$ cat src/rtl/core/dpps_pkg.sv
// Shared types and constants of the dynamic priority process scheduler.
`timescale 1ns / 1ps
`default_nettype none

package dpps_pkg;

  localparam int DEFAULT_TABLE_DEPTH = 16;
  localparam int ID_W   = 16;
  localparam int PRIO_W = 16;
  localparam int TIME_W = 16;

  // One process table entry as it travels around the ring of cells.
  typedef struct packed {
    logic                     valid;
    logic [ID_W-1:0]          id;
    logic signed [PRIO_W-1:0] prio;
    logic [TIME_W-1:0]        time_left;
  } entry_t;

endpackage

`default_nettype wire

$ cat src/rtl/core/dpps_cell.sv
// One cell of the process table ring: holds an entry and passes it on.
`timescale 1ns / 1ps
`default_nettype none

module dpps_cell (
  input  wire logic            clk,
  input  wire logic            rst,
  input  wire logic            shift,
  input  wire dpps_pkg::entry_t d_in,
  output      dpps_pkg::entry_t q
);
  import dpps_pkg::*;

  // Only the valid flag needs a reset; payload is don't-care while invalid.
  always_ff @(posedge clk) begin
    if (rst) begin
      q.valid <= 1'b0;
    end else if (shift) begin
      q <= d_in;
    end
  end

endmodule

`default_nettype wire

$ cat src/rtl/core/dynamic_priority_process_scheduler.sv
// Top level of the dynamic priority process scheduler.
`timescale 1ns / 1ps
`default_nettype none

// The process table is a ring of TableDepth cells that rotates one place per
// cycle while a request is worked on, past a single comparator at the head
// cell. An add request (tuser 0) makes one full rotation and drops the new
// process into the first free slot as it passes. A schedule request (tuser 1)
// makes one rotation to find the best process (highest priority, then least
// time left, then lowest id, then lowest slot) and, if one is found, a second
// rotation to write the updated entry back. One request is worked on at a
// time. The output register lets a new request be accepted while the previous
// result waits to be taken. No clearing pass is needed after reset. Registers:
// quantum at 0x0, priority step at 0x4, both reset to 1.
module dynamic_priority_process_scheduler #(
  parameter int TableDepth = dpps_pkg::DEFAULT_TABLE_DEPTH
) (
  input  wire logic        clk,
  input  wire logic        rst,
  // APB-style configuration port
  input  wire logic        psel,
  input  wire logic        penable,
  input  wire logic        pwrite,
  input  wire logic [2:0]  paddr,
  input  wire logic [31:0] pwdata,
  output      logic [31:0] prdata,
  output      logic        pready,
  // request stream
  input  wire logic        s_tvalid,
  output      logic        s_tready,
  input  wire logic [23:0] s_tdata,  // new_priority[7:0], required_time[23:8]
  input  wire logic        s_tuser,  // mode
  // result stream
  output      logic        m_tvalid,
  input  wire logic        m_tready,
  // process_id[15:0], priority_after[31:16], time_left_after[47:32],
  // ready_count from bit 48 up, zero padding above
  output      logic [((48 + $clog2(TableDepth + 1) + 7) / 8) * 8 - 1:0] m_tdata,
  output      logic [2:0]  m_tuser   // status
);
  import dpps_pkg::*;

  localparam int IDX_W = $clog2(TableDepth);
  localparam int CNT_W = $clog2(TableDepth + 1);
  localparam int OUT_W = ((48 + CNT_W + 7) / 8) * 8;

  localparam logic REG_QUANTUM = 1'b0;
  localparam logic REG_STEP    = 1'b1;
  localparam logic MODE_ADD    = 1'b0;

  typedef enum logic [2:0] {
    ST_ADDED    = 3'd0,
    ST_RAN      = 3'd1,
    ST_FINISHED = 3'd2,
    ST_EMPTY    = 3'd3,
    ST_FULL     = 3'd4
  } status_t;

  typedef enum logic [1:0] {
    IDLE,
    SCAN,
    UPDATE,
    FINISH
  } state_t;

  function automatic logic better(input entry_t a, input entry_t b);
    if (a.prio != b.prio) begin
      better = a.prio > b.prio;
    end else if (a.time_left != b.time_left) begin
      better = a.time_left < b.time_left;
    end else begin
      better = a.id < b.id;
    end
  endfunction

  state_t             state;
  logic               mode;
  logic signed [15:0] new_prio;
  logic [15:0]        req_time;
  logic [IDX_W-1:0]   cnt;
  logic               slot_found;
  logic               best_found;
  entry_t             best;
  logic [IDX_W-1:0]   best_idx;
  logic [CNT_W-1:0]   process_count;
  logic [15:0]        next_id;
  logic [7:0]         quantum;
  logic [7:0]         priority_step;

  status_t            res_status;
  logic [15:0]        res_id;
  logic signed [15:0] res_prio;
  logic [15:0]        res_time;

  logic               out_valid;
  logic               out_load;
  status_t            out_status;
  logic [15:0]        out_id;
  logic signed [15:0] out_prio;
  logic [15:0]        out_time;
  logic [CNT_W-1:0]   out_count;

  entry_t             ring [TableDepth];
  entry_t             head;
  entry_t             ring_in;
  entry_t             new_entry;
  entry_t             upd_entry;
  logic               shift;
  logic               last;
  logic               take_slot;
  logic               take_best;
  logic               write_upd;
  logic [15:0]        t_after;
  logic signed [16:0] p_diff;
  logic signed [15:0] p_after;
  logic [15:0]        id_inc;
  logic               cfg_write;

  // ring of cells: cell i takes from cell i+1, the tail takes from the head or a new or updated entry
  for (genvar i = 0; i < TableDepth; i++) begin : g_cell
    if (i == TableDepth - 1) begin : g_tail
      dpps_cell u_cell (.clk(clk), .rst(rst), .shift(shift), .d_in(ring_in), .q(ring[i]));
    end else begin : g_body
      dpps_cell u_cell (.clk(clk), .rst(rst), .shift(shift), .d_in(ring[i+1]), .q(ring[i]));
    end
  end

  assign head  = ring[0];
  assign shift = (state == SCAN) || (state == UPDATE);
  assign last  = cnt == IDX_W'(TableDepth - 1);

  assign take_slot = (state == SCAN) && (mode == MODE_ADD) && !slot_found && !head.valid;
  assign take_best = (state == SCAN) && (mode != MODE_ADD) && head.valid &&
                     (!best_found || better(head, best));
  assign write_upd = (state == UPDATE) && (cnt == best_idx);

  // clamp time at zero, saturate priority at the most negative value
  assign t_after = (best.time_left > {8'd0, quantum}) ? best.time_left - {8'd0, quantum}
                                                      : 16'd0;
  assign p_diff  = {best.prio[15], best.prio} - $signed({9'd0, priority_step});
  assign p_after = (p_diff[16] && !p_diff[15]) ? 16'sh8000 : p_diff[15:0];

  assign new_entry = '{valid: 1'b1, id: next_id, prio: new_prio, time_left: req_time};
  assign upd_entry = '{valid: t_after != 16'd0, id: best.id, prio: p_after,
                       time_left: t_after};

  always_comb begin
    if (take_slot) begin
      ring_in = new_entry;
    end else if (write_upd) begin
      ring_in = upd_entry;
    end else begin
      ring_in = head;
    end
  end

  assign id_inc    = next_id + 16'd1;
  assign cfg_write = psel && penable && pwrite;
  assign out_load  = (state == FINISH) && (!out_valid || m_tready);

  always_ff @(posedge clk) begin
    if (rst) begin
      state         <= IDLE;
      out_valid     <= 1'b0;
      process_count <= '0;
      next_id       <= 16'd1;
      quantum       <= 8'd1;
      priority_step <= 8'd1;
      slot_found    <= 1'b0;
      best_found    <= 1'b0;
      cnt           <= '0;
    end else begin
      if (cfg_write) begin
        case (paddr[2])
          REG_QUANTUM: quantum       <= pwdata[7:0];
          REG_STEP:    priority_step <= pwdata[7:0];
          default:     ;
        endcase
      end

      if (out_load) begin
        out_valid <= 1'b1;
      end else if (m_tready) begin
        out_valid <= 1'b0;
      end

      case (state)
        IDLE: begin
          if (s_tvalid) begin
            mode       <= s_tuser;
            new_prio   <= {{8{s_tdata[7]}}, s_tdata[7:0]};
            req_time   <= s_tdata[23:8];
            cnt        <= '0;
            slot_found <= 1'b0;
            best_found <= 1'b0;
            state      <= SCAN;
          end
        end
        SCAN: begin
          cnt <= last ? '0 : cnt + IDX_W'(1);
          if (take_slot) begin
            slot_found <= 1'b1;
          end
          if (take_best) begin
            best       <= head;
            best_idx   <= cnt;
            best_found <= 1'b1;
          end
          if (last) begin
            if (mode == MODE_ADD) begin
              state <= FINISH;
              if (slot_found || take_slot) begin
                res_status    <= ST_ADDED;
                res_id        <= next_id;
                res_prio      <= new_prio;
                res_time      <= req_time;
                next_id       <= (id_inc == 16'd0) ? 16'd1 : id_inc;
                process_count <= process_count + CNT_W'(1);
              end else begin
                res_status <= ST_FULL;
                res_id     <= 16'd0;
                res_prio   <= 16'sd0;
                res_time   <= 16'd0;
              end
            end else if (best_found || take_best) begin
              state <= UPDATE;
            end else begin
              res_status <= ST_EMPTY;
              res_id     <= 16'd0;
              res_prio   <= 16'sd0;
              res_time   <= 16'd0;
              state      <= FINISH;
            end
          end
        end
        UPDATE: begin
          cnt <= last ? '0 : cnt + IDX_W'(1);
          if (last) begin
            res_id     <= best.id;
            res_prio   <= p_after;
            res_time   <= t_after;
            res_status <= (t_after == 16'd0) ? ST_FINISHED : ST_RAN;
            if (t_after == 16'd0) begin
              process_count <= process_count - CNT_W'(1);
            end
            state <= FINISH;
          end
        end
        FINISH: begin
          // hold the result until the output register is free
          if (out_load) begin
            out_status <= res_status;
            out_id     <= res_id;
            out_prio   <= res_prio;
            out_time   <= res_time;
            out_count  <= process_count;
            state      <= IDLE;
          end
        end
        default: state <= IDLE;
      endcase
    end
  end

  assign s_tready = (state == IDLE) && !rst;
  assign m_tvalid = out_valid;
  assign m_tuser  = out_status;
  assign m_tdata  = OUT_W'({out_count, out_time, out_prio, out_id});

  assign pready = 1'b1;
  assign prdata = (paddr[2] == REG_QUANTUM) ? {24'd0, quantum} : {24'd0, priority_step};

`ifndef ASSERT_OFF
  a_full_only_when_full: assert property (@(posedge clk) disable iff (rst)
    (state == FINISH && res_status == ST_FULL) |-> process_count == CNT_W'(TableDepth))
    else $error("table full reported with free entries");

  a_empty_only_when_empty: assert property (@(posedge clk) disable iff (rst)
    (state == FINISH && res_status == ST_EMPTY) |-> process_count == '0)
    else $error("no process reported with a nonzero count");

  a_update_has_best: assert property (@(posedge clk) disable iff (rst)
    (state == UPDATE) |-> best_found)
    else $error("write-back pass without a chosen entry");

  a_count_bound: assert property (@(posedge clk) disable iff (rst)
    process_count <= CNT_W'(TableDepth))
    else $error("process count exceeds table depth");
`endif

endmodule

`default_nettype wire

$ cat config.mk
export PLATFORM = sky130hd
export DESIGN_NAME = dynamic_priority_process_scheduler
export DESIGN_NICKNAME = d
export VERILOG_FILES = /design/src/rtl/core/dpps_pkg.sv /design/src/rtl/core/dpps_cell.sv /design/src/rtl/core/dynamic_priority_process_scheduler.sv
export SDC_FILE = /design/constraint.sdc
export NUM_CORES = 1
export LEC_CHECK = 0
export ABC_CLOCK_PERIOD_IN_PS = 87700
export BUFFER_PORTS_ARGS = -buffer_cell sky130_fd_sc_hd__buf_2
export CAP_MARGIN = 40
export CORE_MARGIN = 1
export CORE_UTILIZATION = 27
export CTS_CLUSTER_DIAMETER = 200
export DETAILED_ROUTE_END_ITERATION = 6
export GPL_TIMING_DRIVEN = 0
export HOLD_SLACK_MARGIN = 0.08
export PLACE_DENSITY = 0.39
export SETUP_SLACK_MARGIN = 0.5
export SLEW_MARGIN = 20
export SYNTH_ARGS = -nofsm -noshare
export SYNTH_HDL_FRONTEND = slang
export SYNTH_SLANG_ARGS = --single-unit
$ cat constraint.sdc
create_clock -name clk -period 87.7 [get_ports clk]
set_input_delay 0 -clock clk [delete_from_list [all_inputs] [get_ports clk]]
set_output_delay 0 -clock clk [all_outputs]
set_load 0.01 [all_outputs]
==> impl_results.md <==
* Sinks on the clock net at between 1k and 1.5k
* Post-synthesis sequential area ratio at about 83%
* Most used DFF post-synth: edfxtp_1
* Slowest cell delay on critical path at 0.47 ns
* Multi-input gate area at between 5000 and 6000 um2
* Most Frequent Cell on Critical Path: a21oi_1
* Library cells used by synthesis at just over 80
* Max Buffers Root-to-Sink at 3
* Final hold viol count at 0
* Setup crit start kind: register
* Share of layout cells above drive strength 1 at 15.6%
* CP Launch Point: quantum[0]
* Final Cell Area at roughly 45000 um2
* Yosys reg bits at roughly 1k
* Routed vias/inst at between 4 and 5
* Synth Warn # at 0
* Max Clk Rate at around 250 MHz
* Mean post-synth cell area at ~18 um2
* Total power at 1420 uW
* Max Slew Vio Count at 0
* CP bufs+invs at 2
* GPL Wtd Cong at ~0.8
* Synth Instances at between 2k and 2.5k
* Synth Cell Area at between 30000 and 40000 um2
* Global routing usage on met2 at between 10% and 20%
* Ports at approximately 160
* Antenna violations before repair at 4
* Wire per inst at between 15 and 20 um
* DP HPWL at approximately 54 mm
* Hold path start: s_tdata[11]
* Largest net degree at the start of global routing at 32
* Clk pin slew, worst setup/hold paths at around 0.060 ns
* Crit path max-delay family: compound AO/OA/AOI/OAI gates
* Setup TNS at 0 ns
* Most frequent cells in the layout: 952 x edfxtp_1, 155 x nand2_1, 112 x clkbuf_16
* TritonCTS clock tree: done
* Post-synth EDFFs at around 950
* Max-cap violations at 0
* Met3 Usage GRT at roughly 2.6%
* Die Width at roughly 370 um
* Post-CTS Setup Inserts at 0
* Hold WC Path Type: input pin to register
* Tmin final at a little under 4 ns
* Vias in the first global route at 18.5k
* PwrDens at ~32 nW/um2
* Ys async rst share at 0%
* Row count at about 130
* Area Growth Syn to Fin at 23.8%
* Total Wirelength at ~79 mm
* Most common cell after layout, fill and taps aside: edfxtp_1
* Clock skew at slightly below 0.03 ns
* Slowest cell on the critical path: a211oi_2
* Max-slew headroom at around two fifths
* Crit Path Max Fanout at 10
* CTS Root Cell: clkbuf_16
* Setup crit end kind: register
* Chip Height at 367 um
* Gr usage total at 11.7%
* Core ar. at approximately 130000 um2
* Leak at ~0.015 uW
* Sequential cell area at slightly below 30000 um2
* DRC viols at 0
* Setup violators final at 0
* Crit-path cells: ha_1 > fa_1 > nand2b_1 > a211oi_2 > o21bai_1 > a21oi_1 > nor4_2 > buf_4 > clkbuf_1 > nor3_1 > a21oi_1 > o21ai_0
* Placed Cells at roughly 4.0k
* CP required at approximately 88 ns
* Non-Filler Instances at around 4.3k
* VDD IR max at approximately 0.000016 V
* Worst skew pair latency at just under 0.7 ns
* Die Area at roughly 130000 um2
* Gr ovfl total at 0
* Placed Area at 40000 um2
* Fill count at 12.6k
* First-pass GRT wire length at between 100 and 150 mm
* Initial DRC Count at 1411
* Period utilisation layout at between 4 and 5%
* Worst r2r src: quantum[0]
* Crit path DAT at between 4 and 5 ns
* DR vias at roughly 18k
* Final nets at roughly 2.6k
* Least-Margin Pin Slew at a little under 0.9 ns
* Final ANT Viol Nets at 0
* RSZ-0062 raised after global routing: no
* CTS buffer count at 109
* Critical path type: register to register
* Met1 usage at 17.3%
* Status: finished, final reports clean
* H-tree depth at 3
* GRT busiest layer: met1
* Port Buffers at roughly 110
* Starting Density at a little over a quarter
* Utilization after layout at between 30 and 40%
* Drt pass-1 iters at 5
-- layout make-up --
type	count	share of cell area, %
multi-input cells	871	12.4
inverters	84	0.708
well taps	1755	4.93
plain buffers	88	0.989
flip-flops and latches	1014	67.0
clock inverters	63	1.63
clock buffers	141	6.63
repair buffers	246	5.68
diodes	1	0.00562
-- cells by family after synthesis --
family / count (synthesis) / synth area share (%)
compound gates: 296 / 5.24
xor+xnor: 32 / 0.779
fa+ha+maj: 75 / 2.67
buf+inv: 172 / 2.10
flops: 1014 / 83.0
mux: 25 / 0.717
other cells: 2 / 0.0209
simple gates: 415 / 5.52
-- state kept, by name, summed over array words and instances (netlist names), 16 cells and up --
signal,count
best,48
g_cell.g_body.u_cell.q,735
g_cell.g_tail.u_cell.q,49
next_id,16
out_id,16
out_prio,16
out_time,16
req_time,16
res_id,16
res_prio,16
res_time,16
-- cells in the mapped netlist (4+ instances only) --
cell	count	area [um2]
and3_1	10	62.6
mux2i_1	22	220
nor3b_1	7	52.6
nor2b_1	15	93.8
a211oi_1	4	30.0
a32o_1	5	50.1
nand3_1	32	160
o211ai_1	5	37.5
nand2b_1	12	75.1
o2111ai_1	4	35.0
o21ai_0	93	465
buf_4	28	210
nor2_1	96	360
xor2_1	11	96.3
nand4_1	17	106
clkbuf_1	52	195
o31ai_1	9	67.6
nand2_1	155	582
inv_1	84	315
ha_1	72	901
buf_2	4	20.0
a21oi_1	72	360
dfxtp_1	62	1240
nor4_1	10	62.6
a22o_1	4	35.0
or3_1	6	37.5
nor3_1	24	120
o21a_1	7	52.6
buf_1	4	15.0
or2_2	6	37.5
xnor2_1	21	184
a21o_1	17	128
a31oi_1	28	175
edfxtp_1	952	28600
-- routing by layer --
metal | wire [um] | part of all wire, %
met1 | 39000 | 50
met5 | 8 | 0.010
met2 | 33700 | 43
met3 | 4050 | 5.1
met4 | 1890 | 2.4
-- power by group --
part           switching (uW)  internal (uW)  leakage (uW)
registers                36.7            708       0.00927
logic                     137           72.5       0.00402
clock network             187            279       0.00180
-- metrics by stage --
| stage | hold slack (ns) | setup WS [ns] |
|---|---|---|
| detailed placement | 0.180 | 83.77 |
| floorplan | 0.0510 | 48.21 |
| CTS | 0.0815 | 83.74 |
| global route | 0.119 | 83.49 |
| finish | 0.142 | 83.75 |
| global placement | 0.180 | 33.93 |
-- worst paths after layout --
path | depth (start not counted) | to | slack [ns]
setup / recovery | 12 | g_cell[15].g_tail.u_cell.q[12] | 83.75
hold / removal | 2 | req_time[3] | 0.14
setup reg to reg | 12 | g_cell[15].g_tail.u_cell.q[12] | 83.75
hold reg to reg | 0 | g_cell[7].g_body.u_cell.q[22] | 0.40
-- timing repair --
action / in CTS / in global routing
gates resized for setup: 0 / 0
hold buffers: 78 / 0
endpoints found under the hold margin: 57 / 0
endpoints found under the setup margin: 0 / 0
(Power assumes the default switching activity.)
